File: config.mk
export PLATFORM = sky130hd
export DESIGN_NAME = distance_to_rainbow_color_unit
export DESIGN_NICKNAME = d
export VERILOG_FILES = /design/src/design/drc_pkg.sv /design/src/design/drc_div_cell.sv /design/src/design/distance_to_rainbow_color_unit.sv
export SDC_FILE = /design/constraint.sdc
export NUM_CORES = 2
export LEC_CHECK = 0
export ABC_AREA = 1
export CORE_AREA = 2 2 718 542
export CTS_CLUSTER_SIZE = 30
export DETAILED_ROUTE_END_ITERATION = 8
export DIE_AREA = 0 0 720 544
export DONT_BUFFER_PORTS = 1
export HOLD_SLACK_MARGIN = 0.06
export PLACE_DENSITY_LB_ADDON = 0.05
export SETUP_SLACK_MARGIN = 0.4
export SYNTH_ARGS = -nofsm -noshare
export SYNTH_HDL_FRONTEND = slang
export SYNTH_SLANG_ARGS = --single-unit
File: constraint.sdc
create_clock -name clk_i -period 55.5 [get_ports clk_i]
set_input_delay 5.55 -clock clk_i [delete_from_list [all_inputs] [get_ports clk_i]]
set_output_delay 5.55 -clock clk_i [all_outputs]
set_load 0.02 [all_outputs]
File: src/design/drc_pkg.sv
`timescale 1ns / 1ps
package drc_pkg;

  localparam int unsigned DIST_W   = 16;
  localparam int unsigned COUNT_W  = 8;
  localparam int unsigned MAXD_W   = 14;
  localparam int unsigned POWER_W  = 7;
  localparam int unsigned LEVEL_W  = 8;

  // index divider: numerator (d << 8) + (s >> 2), divisor s
  localparam int unsigned IDX_NW   = 23;
  localparam int unsigned IDX_DW   = 13;
  // dimming divider: numerator c << 8, divisor 25600 / power
  localparam int unsigned DIM_NW   = 16;
  localparam int unsigned DIM_DW   = 15;

  localparam int unsigned FULL_POWER   = 100;
  localparam int unsigned SPECTRUM_END = 638;

  // floor(m * 128 / 319) == floor((m << 8) / 638), exact for 14-bit m
  localparam logic [21:0] SPEC_RECIP = 22'd3365962;
  localparam int unsigned SPEC_SHIFT = 30;

  localparam logic [MAXD_W-1:0]  MAXD_RESET  = 14'd1000;
  localparam logic [POWER_W-1:0] POWER_RESET = 7'd50;

  typedef enum logic [0:0] {
    REG_MAX_DISTANCE = 1'b0,
    REG_DRIVE_POWER  = 1'b1
  } cfg_reg_e;

  function automatic logic [IDX_DW-1:0] calc_step(input logic [MAXD_W-1:0] m);
    logic [20:0]        y;
    logic [42:0]        p;
    logic [IDX_DW-1:0]  s;
    y = {m, 7'b0};
    p = 43'(y) * 43'(SPEC_RECIP);
    s = p[SPEC_SHIFT +: IDX_DW];
    if (s == '0) s = IDX_DW'(1);
    return s;
  endfunction

endpackage

File: src/design/drc_div_cell.sv
`timescale 1ns / 1ps
module drc_div_cell #(
  parameter int unsigned NW    = 16,
  parameter int unsigned DW    = 15,
  parameter int unsigned LANES = 1
) (
  input  logic                           clk_i,
  input  logic                           rst_ni,
  input  logic                           en_i,
  input  logic [DW-1:0]                  div_i,
  input  logic                           valid_i,
  input  logic                           tag_i,
  input  logic [LANES-1:0][DW-1:0]       rem_i,
  input  logic [LANES-1:0][NW-1:0]       nq_i,
  output logic                           valid_o,
  output logic                           tag_o,
  output logic [LANES-1:0][DW-1:0]       rem_o,
  output logic [LANES-1:0][NW-1:0]       nq_o
);

  logic [LANES-1:0][DW-1:0] rem_d;
  logic [LANES-1:0][NW-1:0] nq_d;

  // one restoring step per lane: bring down the next numerator bit
  always_comb begin
    for (int l = 0; l < LANES; l++) begin
      logic [DW:0] t;
      logic [DW:0] diff;
      logic        ge;
      t        = {rem_i[l], nq_i[l][NW-1]};
      diff     = t - {1'b0, div_i};
      ge       = (t >= {1'b0, div_i});
      rem_d[l] = ge ? diff[DW-1:0] : t[DW-1:0];
      nq_d[l]  = {nq_i[l][NW-2:0], ge};
    end
  end

  always_ff @(posedge clk_i or negedge rst_ni) begin
    if (!rst_ni) begin
      valid_o <= 1'b0;
    end else if (en_i) begin
      valid_o <= valid_i;
    end
  end

  always_ff @(posedge clk_i) begin
    if (en_i) begin
      tag_o <= tag_i;
      rem_o <= rem_d;
      nq_o  <= nq_d;
    end
  end

endmodule

File: src/design/distance_to_rainbow_color_unit.sv
`timescale 1ns / 1ps
// Channel   | Direction | Payload
// s_axis    | in        | tdata[15:0] zone distance (mm), tdata[23:16] target_count
// m_axis    | out       | tdata[7:0] green, [15:8] red, [23:16] blue
// cfg       | in        | index 0 max_distance, index 1 drive_power
//
// One request enters per cycle while the output is not stalled; each result is
// presented through 41 register stages (one prep stage,
// 23 index divider cells, one color stage, 16 dimming cells).
// The whole row advances together; a result held at m_axis stalls the row and
// s_axis_tready drops. Reset clears valid bits and loads register defaults.
module distance_to_rainbow_color_unit import drc_pkg::*; (
  input  logic               clk_i,
  input  logic               rst_ni,
  input  logic               s_axis_tvalid,
  output logic               s_axis_tready,
  input  logic [23:0]        s_axis_tdata,   // zone distance, target_count
  output logic               m_axis_tvalid,
  input  logic               m_axis_tready,
  output logic [23:0]        m_axis_tdata,   // green_level, red_level, blue_level
  input  logic               cfg_we_i,
  input  logic [0:0]         cfg_addr_i,
  input  logic [MAXD_W-1:0]  cfg_wdata_i
);

  // constant table of 25600 / p for p in 0..100 (entry 0 is picked only for power 0, whose results are blanked)
  logic [DIM_DW-1:0] q_tab [FULL_POWER+1];
  for (genvar i = 0; i <= FULL_POWER; i++) begin : g_qtab
    localparam int unsigned QV = (FULL_POWER * 256) / ((i == 0) ? 1 : i);
    assign q_tab[i] = DIM_DW'(QV);
  end

  // configuration registers plus their derived divisors
  logic [MAXD_W-1:0]  maxd_q;
  logic [POWER_W-1:0] power_q;
  logic [IDX_DW-1:0]  step_q;
  logic [DIM_DW-1:0]  q_q;
  logic [POWER_W-1:0] wpow;

  assign wpow = (cfg_wdata_i[POWER_W-1:0] > POWER_W'(FULL_POWER)) ?
                POWER_W'(FULL_POWER) : cfg_wdata_i[POWER_W-1:0];

  always_ff @(posedge clk_i or negedge rst_ni) begin
    if (!rst_ni) begin
      maxd_q  <= MAXD_RESET;
      step_q  <= calc_step(MAXD_RESET);
      power_q <= POWER_RESET;
      q_q     <= DIM_DW'((FULL_POWER * 256) / POWER_RESET);
    end else if (cfg_we_i) begin
      unique case (cfg_reg_e'(cfg_addr_i))
        REG_MAX_DISTANCE: begin
          maxd_q <= cfg_wdata_i;
          step_q <= calc_step(cfg_wdata_i);
        end
        REG_DRIVE_POWER: begin
          power_q <= cfg_wdata_i[POWER_W-1:0];
          q_q     <= q_tab[wpow];
        end
        default: ;
      endcase
    end
  end

  // advance the whole row unless a result is held at the output
  logic en;
  assign en            = !m_axis_tvalid || m_axis_tready;
  assign s_axis_tready = en;

  // prep stage: subtract the offset, clip, form the rounded numerator
  logic [DIST_W-1:0]  zone_mm, dsub;
  logic [COUNT_W-1:0] cnt;
  logic [MAXD_W-1:0]  dclip;
  logic               prep_v_q, prep_blk_q;
  logic [IDX_NW-1:0]  prep_num_q;

  assign zone_mm = s_axis_tdata[DIST_W-1:0];
  assign cnt     = s_axis_tdata[DIST_W +: COUNT_W];
  assign dsub    = (zone_mm >= DIST_W'(2)) ? (zone_mm - DIST_W'(2)) : zone_mm;
  assign dclip   = (dsub > DIST_W'(maxd_q)) ? maxd_q : dsub[MAXD_W-1:0];

  always_ff @(posedge clk_i or negedge rst_ni) begin
    if (!rst_ni) begin
      prep_v_q <= 1'b0;
    end else if (en) begin
      prep_v_q <= s_axis_tvalid;
    end
  end

  always_ff @(posedge clk_i) begin
    if (en) begin
      prep_blk_q <= (cnt == '0) || (power_q == '0);
      prep_num_q <= {1'b0, dclip, 8'b0} + IDX_NW'(step_q >> 2);
    end
  end

  // index divider: one quotient bit per cell
  logic [IDX_NW:0]                    idx_v, idx_blk;
  logic [IDX_NW:0][0:0][IDX_DW-1:0]   idx_rem;
  logic [IDX_NW:0][0:0][IDX_NW-1:0]   idx_nq;

  assign idx_v[0]      = prep_v_q;
  assign idx_blk[0]    = prep_blk_q;
  assign idx_rem[0][0] = '0;
  assign idx_nq[0][0]  = prep_num_q;

  for (genvar k = 0; k < IDX_NW; k++) begin : g_idx
    drc_div_cell #(.NW(IDX_NW), .DW(IDX_DW), .LANES(1)) u_cell (
      .clk_i, .rst_ni, .en_i(en), .div_i(step_q),
      .valid_i(idx_v[k]),   .tag_i(idx_blk[k]),
      .rem_i(idx_rem[k]),   .nq_i(idx_nq[k]),
      .valid_o(idx_v[k+1]), .tag_o(idx_blk[k+1]),
      .rem_o(idx_rem[k+1]), .nq_o(idx_nq[k+1])
    );
  end

  // color stage: three linear segments, black past the end of the spectrum
  logic [IDX_NW-1:0]  idx;
  logic [9:0]         i10;
  logic [LEVEL_W-1:0] r, g, b;
  logic               col_v_q, col_blk_q;
  logic [2:0][DIM_NW-1:0] col_num_q;

  assign idx = idx_nq[IDX_NW][0];
  assign i10 = idx[9:0];

  always_comb begin
    r = '0;
    g = '0;
    b = '0;
    if (idx < IDX_NW'(256)) begin
      r = LEVEL_W'(10'd255 - i10);
      g = i10[LEVEL_W-1:0];
    end else if (idx < IDX_NW'(511)) begin
      g = LEVEL_W'(10'd510 - i10);
      b = LEVEL_W'(i10 - 10'd255);
    end else if (idx < IDX_NW'(766)) begin
      r = LEVEL_W'(i10 - 10'd510);
      b = LEVEL_W'(10'd765 - i10);
    end
  end

  always_ff @(posedge clk_i or negedge rst_ni) begin
    if (!rst_ni) begin
      col_v_q <= 1'b0;
    end else if (en) begin
      col_v_q <= idx_v[IDX_NW];
    end
  end

  always_ff @(posedge clk_i) begin
    if (en) begin
      col_blk_q    <= idx_blk[IDX_NW];
      col_num_q[0] <= {g, 8'b0};
      col_num_q[1] <= {r, 8'b0};
      col_num_q[2] <= {b, 8'b0};
    end
  end

  // dimming divider: three lanes side by side
  logic [DIM_NW:0]                  dim_v, dim_blk;
  logic [DIM_NW:0][2:0][DIM_DW-1:0] dim_rem;
  logic [DIM_NW:0][2:0][DIM_NW-1:0] dim_nq;

  assign dim_v[0]   = col_v_q;
  assign dim_blk[0] = col_blk_q;
  assign dim_rem[0] = '0;
  assign dim_nq[0]  = col_num_q;

  for (genvar k = 0; k < DIM_NW; k++) begin : g_dim
    drc_div_cell #(.NW(DIM_NW), .DW(DIM_DW), .LANES(3)) u_cell (
      .clk_i, .rst_ni, .en_i(en), .div_i(q_q),
      .valid_i(dim_v[k]),   .tag_i(dim_blk[k]),
      .rem_i(dim_rem[k]),   .nq_i(dim_nq[k]),
      .valid_o(dim_v[k+1]), .tag_o(dim_blk[k+1]),
      .rem_o(dim_rem[k+1]), .nq_o(dim_nq[k+1])
    );
  end

  // last cell is the output register; drop color for zones without target or at zero drive power
  assign m_axis_tvalid = dim_v[DIM_NW];
  always_comb begin
    for (int l = 0; l < 3; l++) begin
      m_axis_tdata[l*LEVEL_W +: LEVEL_W] =
        dim_blk[DIM_NW] ? '0 : dim_nq[DIM_NW][l][LEVEL_W-1:0];
    end
  end

endmodule

# Word-level counts from Yosys, hierarchy flattened
# Memories as Yosys holds them, arrays and structs flattened. A register that Yosys moved wholly into a read port is not among the register bits.
# Index checks and enable logic that the tools add are counted.
[word_totals]
latch_bits = 0
mem_bits_ro = 1920
regBits = 1929
n_memories = 1
ramBits = 0
out_inout_bits = 26
[mem_list]
columns = ["memory", "words", "word_bits", "read_ports", "rd_clocked_by_memory_dff", "wr", "line", "text"]
rows = [
  ["(name not given)", 128, 15, 1, 1, 0, "distance_to_rainbow_color_unit.sv:57", "q_q <= q_tab[wpow];"],
]
[classes]
mul = 1
eq_ne = 0
mux = 81
n_shift = 0
n_div = 0
magnitude_cmp = 77
bitwise_logic = 2
n_addsub = 74
reduce_logical = 9
[op_table]
columns = ["operator", "n"]
rows = [
  [">= comparator 16 x 15 -> 1 bit", 45],
  ["2-to-1 mux 15 bit", 42],
  ["subtractor 15 bit", 42],
  [">= comparator 14 x 13 -> 1 bit", 22],
  ["2-to-1 mux 13 bit", 22],
  ["subtractor 13 bit", 21],
  ["2-to-1 mux 8 bit", 10],
  ["less-than comparator 23 x 9 -> 1 bit, second input constant", 2],
  [">= comparator 1 x 15 -> 1 bit", 3],
  ["subtractor 1 x 15 -> 15 bit", 3],
  ["multiplier 14 x 21 -> 35 bit, second input constant", 1],
  ["subtractor 8 bit, first input constant", 3],
  ["adder 22 x 11 -> 23 bit", 1],
  ["less-than comparator 23 x 10 -> 1 bit, second input constant", 1],
  [">= comparator 16 x 2 -> 1 bit, second input constant", 1],
  ["greater-than comparator 16 x 14 -> 1 bit", 1],
  ["2-to-1 mux 16 bit", 1],
  ["subtractor 16 x 2 -> 16 bit, second input constant", 1],
  ["subtractor 8 bit, second input constant", 2],
  ["2-to-1 mux 14 bit", 1],
  [">= comparator 1 x 13 -> 1 bit", 1],
  ["logical NOT 13 bit", 1],
  ["subtractor 1 x 13 -> 13 bit", 1],
  ["logical NOT 8 bit", 1],
  ["9 further kinds", 15],
]

# Longest topological paths before layout
[depth]
ltp_word = 5
ltp_mapped = 32
mapped_depth_nobuf = 31

# Cells and area by module
# From an unflattened synthesis, not the netlist that was laid out.
[unflattened]
hier_cells = 20116
hier_area_um2 = 168698.0
[modules_own_cells]
columns = ["mod", "n_inst", "area_per_inst_um2", "cells_each"]
rows = [
  ["drc_div_cell (g_dim[0].u_cell ...)", 12, 6403.6, 794],
  ["drc_div_cell (g_idx[0].u_cell ...)", 18, 2339.7, 251],
  ["drc_div_cell (g_dim[2].u_cell ...)", 3, 6313.6, 790],
  ["distance_to_rainbow_color_unit", 1, 12573.3, 1650],
  ["drc_div_cell (g_idx[19].u_cell ...)", 5, 2346.0, 251],
  ["drc_div_cell (g_dim[1].u_cell)", 1, 6495.0, 795],
]

# Worst setup path after synthesis
# Ideal clock, no wire load.
[synth_path]
kind = "in2reg"
startpoint = "input m_axis_tready"
endpoint = "register g_idx[0].u_cell.valid_o"
setup_slack_ns = -4.356
path_stages = 4
required_time_ns = 55.274
t_arrival_ns = 59.630
path_cell_list = "inv_1 > nand2_1 > clkbuf_1 > mux2_2"
[synth_via]
elab_chain_len = 1
[synth_rtl]
columns = ["element", "line", "text"]
rows = [
  ["start: declaration", "distance_to_rainbow_color_unit.sv:19", "input logic m_axis_tready,"],
  ["logical OR 1 bit", "distance_to_rainbow_color_unit.sv:66", "assign en = !m_axis_tvalid || m_axis_tready;"],
  ["net s_axis_tready", "distance_to_rainbow_color_unit.sv:16", "output logic s_axis_tready,"],
  ["end signal: assignment", "drc_div_cell.sv:42", "valid_o <= valid_i;"],
  ["end: declaration", "drc_div_cell.sv:15", "output logic valid_o,"],
]
# The timed path passes the listed nets, and every way through them passes these cells.
# A chain may end at the register's enable or synchronous reset.

# Worst setup path after layout
[layout_path]
startpoint = "input m_axis_tready"
endpoint = "output s_axis_tready"
[layout_via]
elab_chain_len = 1
[layout_rtl]
columns = ["element", "line"]
rows = [
  ["logical OR 1 bit", "distance_to_rainbow_color_unit.sv:66"],
  ["end: declaration", "distance_to_rainbow_color_unit.sv:16"],
]
# No other way between the ends.

==> results.py <==
metrics = {
    "synth": {
        "ys_ff_latch": 1860,
        "synth_top_family_by_area": "simple AND/OR/NAND/NOR gates",
        "synth-async-reset-ratio_pct": 4.84,
        "synth_xor_area_share_pct": 5.15,
        "yosysSeqAreaShare_pct": 48.2,
        "synthesis.area_mm2": 0.115,
        "synthDistinctLibCells": 68,
        "avgSynthCellArea_um2": 9.80,
        "ys_top_cells_by_area": "edfxtp_1, ha_1, a21oi_1",
        "yosysWarnings": 0,
        "synth-main-ff-cell": "edfxtp_1",
        "synthAdderAreaFrac_pct": 15.0,
        "synth-simple-area-share_pct": 15.0,
        "syn_nets": 13100,
        "synth_compound_area_share_pct": 12.0,
        "synth_mux_area_share_pct": 0.382,
        "syn_inst": 11700,
        "netlist.area_leader.share_pct": 46.2,
        "yosys.area.top_type": "edfxtp_1",
        "synth-edff-count": 1770,
    },
    "die": {
        "rows": 198,
        "fp.dieW_um": 720,
        "io_pins": 70,
        "die_area_mm2": 0.392,
        "die_h_um": 544,
        "initial_core_util_pct": 29.8,
        "core-area_mm2": 0.385,
    },
    "clock_network": {
        "hold_buffers": 0,
        "post-cts-setup-buffers": 0,
        "cts_root_buf": "clkbuf_16",
        "cts_made_buffers": 219,
        "cts_tree": "yes",
        "path_clk_slew_ns": 0.06,
        "clk-insertion-delay-late_ns": 0.95,
        "cts_sinks": 1860,
        "cts-resized-gates": 0,
        "clk_path_buf_depth": 4,
        "htree_levels": 4,
    },
    "setup_path": {
        "crit_fanout": 38,
        "critPathTopFamily": "simple AND/OR/NAND/NOR gates",
        "r2r_start": "g_dim[15].u_cell.valid_o",
        "crit_arrival_ns": 6.16,
        "path_buf_inv": 1,
        "critPathKind": "in -> out",
        "reg2reg_slack_ns": 49.55,
        "reg2reg_to": "g_dim[12].u_cell.rem_o[36]",
        "startpoint_type": "input port",
        "required_ns": 49.95,
        "cpPeakStageDelay_ns": 0.47,
        "cp_slowest_cell": "nand2_4",
        "crit_chain": "inv_1 -> nand2_4",
        "r2r_cells": 7,
        "crit_path_end_kind": "primary output",
    },
    "routing": {
        "ant_nets": 0,
        "vias": 82800,
        "routedWlPerCell_um": 19.2,
        "drcViolationCount": 0,
        "viasPerCell": 4.83,
        "finalWirelength_mm": 330,
        "dr.pass1.iters": 6,
        "first_iter_violations": 5843,
    },
    "worst_hold_path": {
        "hold_path.class": "reg -> reg",
        "min-delay-start": "g_idx[9].u_cell.nq_o[0]",
        "holdPathEnd": "g_idx[10].u_cell.nq_o[1]",
        "holdPathStages": 0,
    },
    "global_route": {
        "grt_pass1_vias": 81400,
        "track_usage_pct": 16.5,
        "antenna_found_initial": 14,
        "grt_pass1_wl_mm": 503,
        "grt_max_degree": 144,
        "grt.overflow.total": 0,
    },
    "placement": {
        "globalplace.congestion": 0.842,
        "place_hpwl_mm": 234,
        "placed_cell_area_mm2": 0.121,
        "port_buffers": 0,
        "placed_cells": 16800,
    },
    "sta": {
        "final-hold-violation-count": 0,
        "finalCritPeriodShare_pct": 21.1,
        "drv_slew": 0,
        "relSlewSlack_pct": 20.9,
        "grt_setup_unrepaired": "false",
        "finalCriticalPeriod_ns": 11.71,
        "setup_viol": 0,
        "fmax_ghz": 0.0854,
        "worstMarginPinSlew_ns": 1.18,
        "fin_setup_tns_ns": 0,
        "fin_worst_skew_ns": 0.0886,
    },
    "final_layout": {
        "fin_nets": 13200,
        "syn2layout_area_growth_pct": 11.4,
        "final_cell_area_mm2": 0.128,
        "fin_util_pct": 33.3,
        "layout-drive-gt1-share_pct": 5.78,
        "final_cells": 17200,
    },
    "outcome": {
        "status": "finished, final reports clean",
    },
    "job": {
        "drv_cap": 0,
    },
}
-- worst register-to-register path: cells and delay by family (launching register included) --
| kind | cells | cell delay (ns) |
|---|---|---|
| buffers and inverters | 6 | 4.51 |
| DFF | 1 | 0.50 |
| and+or+nand+nor | 1 | 0.54 |
-- through the flow --
stage / hold WS, ns / worst slack, ns
after global routing: 0.381 / 43.72
after CTS: 0.362 / 43.74
after detailed placement: 0.405 / 43.73
after global placement: 0.400 / 43.73
final: 0.365 / 43.79
after floorplan: 0.400 / 22.23
-- sequential cells by signal, summed over array words and instances, names as in the netlist --
register,flops
g_idx.u_cell.tag_o,23
g_dim.u_cell.tag_o,16
g_idx.u_cell.valid_o,23
col_blk_q,1
prep_num_q,23
g_idx.u_cell.rem_o,286
power_q,7
g_dim.u_cell.nq_o,192
g_dim.u_cell.valid_o,16
col_num_q,24
q_q,15
g_idx.u_cell.nq_o,529
step_q,13
prep_blk_q,1
maxd_q,14
col_v_q,1
prep_v_q,1
g_dim.u_cell.rem_o,675
-- Yosys cell counts (133+ instances only) --
library cell,instances
nand2_1,1923
xnor2_1,340
xor2_1,332
inv_1,1027
fa_1,147
edfxtp_1,1770
nor2_1,1372
a21oi_1,1511
ha_1,1140
nor3_1,159
o21ai_0,477
a31oi_1,133
nand3_1,395
-- layout make-up --
type                       instances  area, um2
sequential                      1860      55400
clock buffer                     267       5700
fill                           39100     257000
timing repair buffer              94        756
tap                             5100       6380
antenna                            2       5.00
clock inverter                   132       1240
multi-input combinational       8654      54700
inverter                        1042       3930
-- cell usage in the layout, fill, tap and decap left out, types with 147 or more instances in the layout --
master,count
fa_1,147
a21oi_1,1511
nor3_1,159
inv_1,1014
o21ai_0,477
xnor2_1,340
nand3_1,395
ha_1,1140
nand2_1,1922
nor2_1,1371
xor2_1,332
edfxtp_1,1770
clkbuf_16,221
-- worst max path at each step --
stage / startpoint / to / slack [ns] / depth (start not counted)
2_1_floorplan: m_axis_tready / s_axis_tready / 22.23 / 3
3_3_place_gp: m_axis_tready / s_axis_tready / 43.73 / 2
3_5_place_dp: m_axis_tready / s_axis_tready / 43.73 / 2
4_1_cts: m_axis_tready / s_axis_tready / 43.74 / 2
5_1_grt: m_axis_tready / s_axis_tready / 43.72 / 2
6_report: m_axis_tready / s_axis_tready / 43.79 / 2
-- logic make-up (layout without fill, tap and decap cells) --
kind of cell / after synthesis / count (layout)
AOI/OAI and AO/OA: 2510 / 2510
DFF: 1860 / 1860
and+or+nand+nor: 4144 / 4144
muxes: 39 / 39
other: 0 / 2
xor gates and xnor gates: 674 / 674
adders and majority gates: 1287 / 1287
buffers and inverters: 1225 / 1535
-- routing by layer --
layer / wire [um] / global-route usage [%] / up-vias / part of all wire [%]
met4: 6860 / 3.58 / 0 / 2.1
met2: 138000 / 25.0 / 1329 / 42
met5: 0 / 0 / - / 0
li1: - / - / 41600 / -
met3: 11900 / 1.95 / 346 / 3.6
met1: 173000 / 25.1 / 39500 / 52
Power is not shown: default switching activity piles up to over one toggle a cycle in this logic, so the estimate is an artifact.
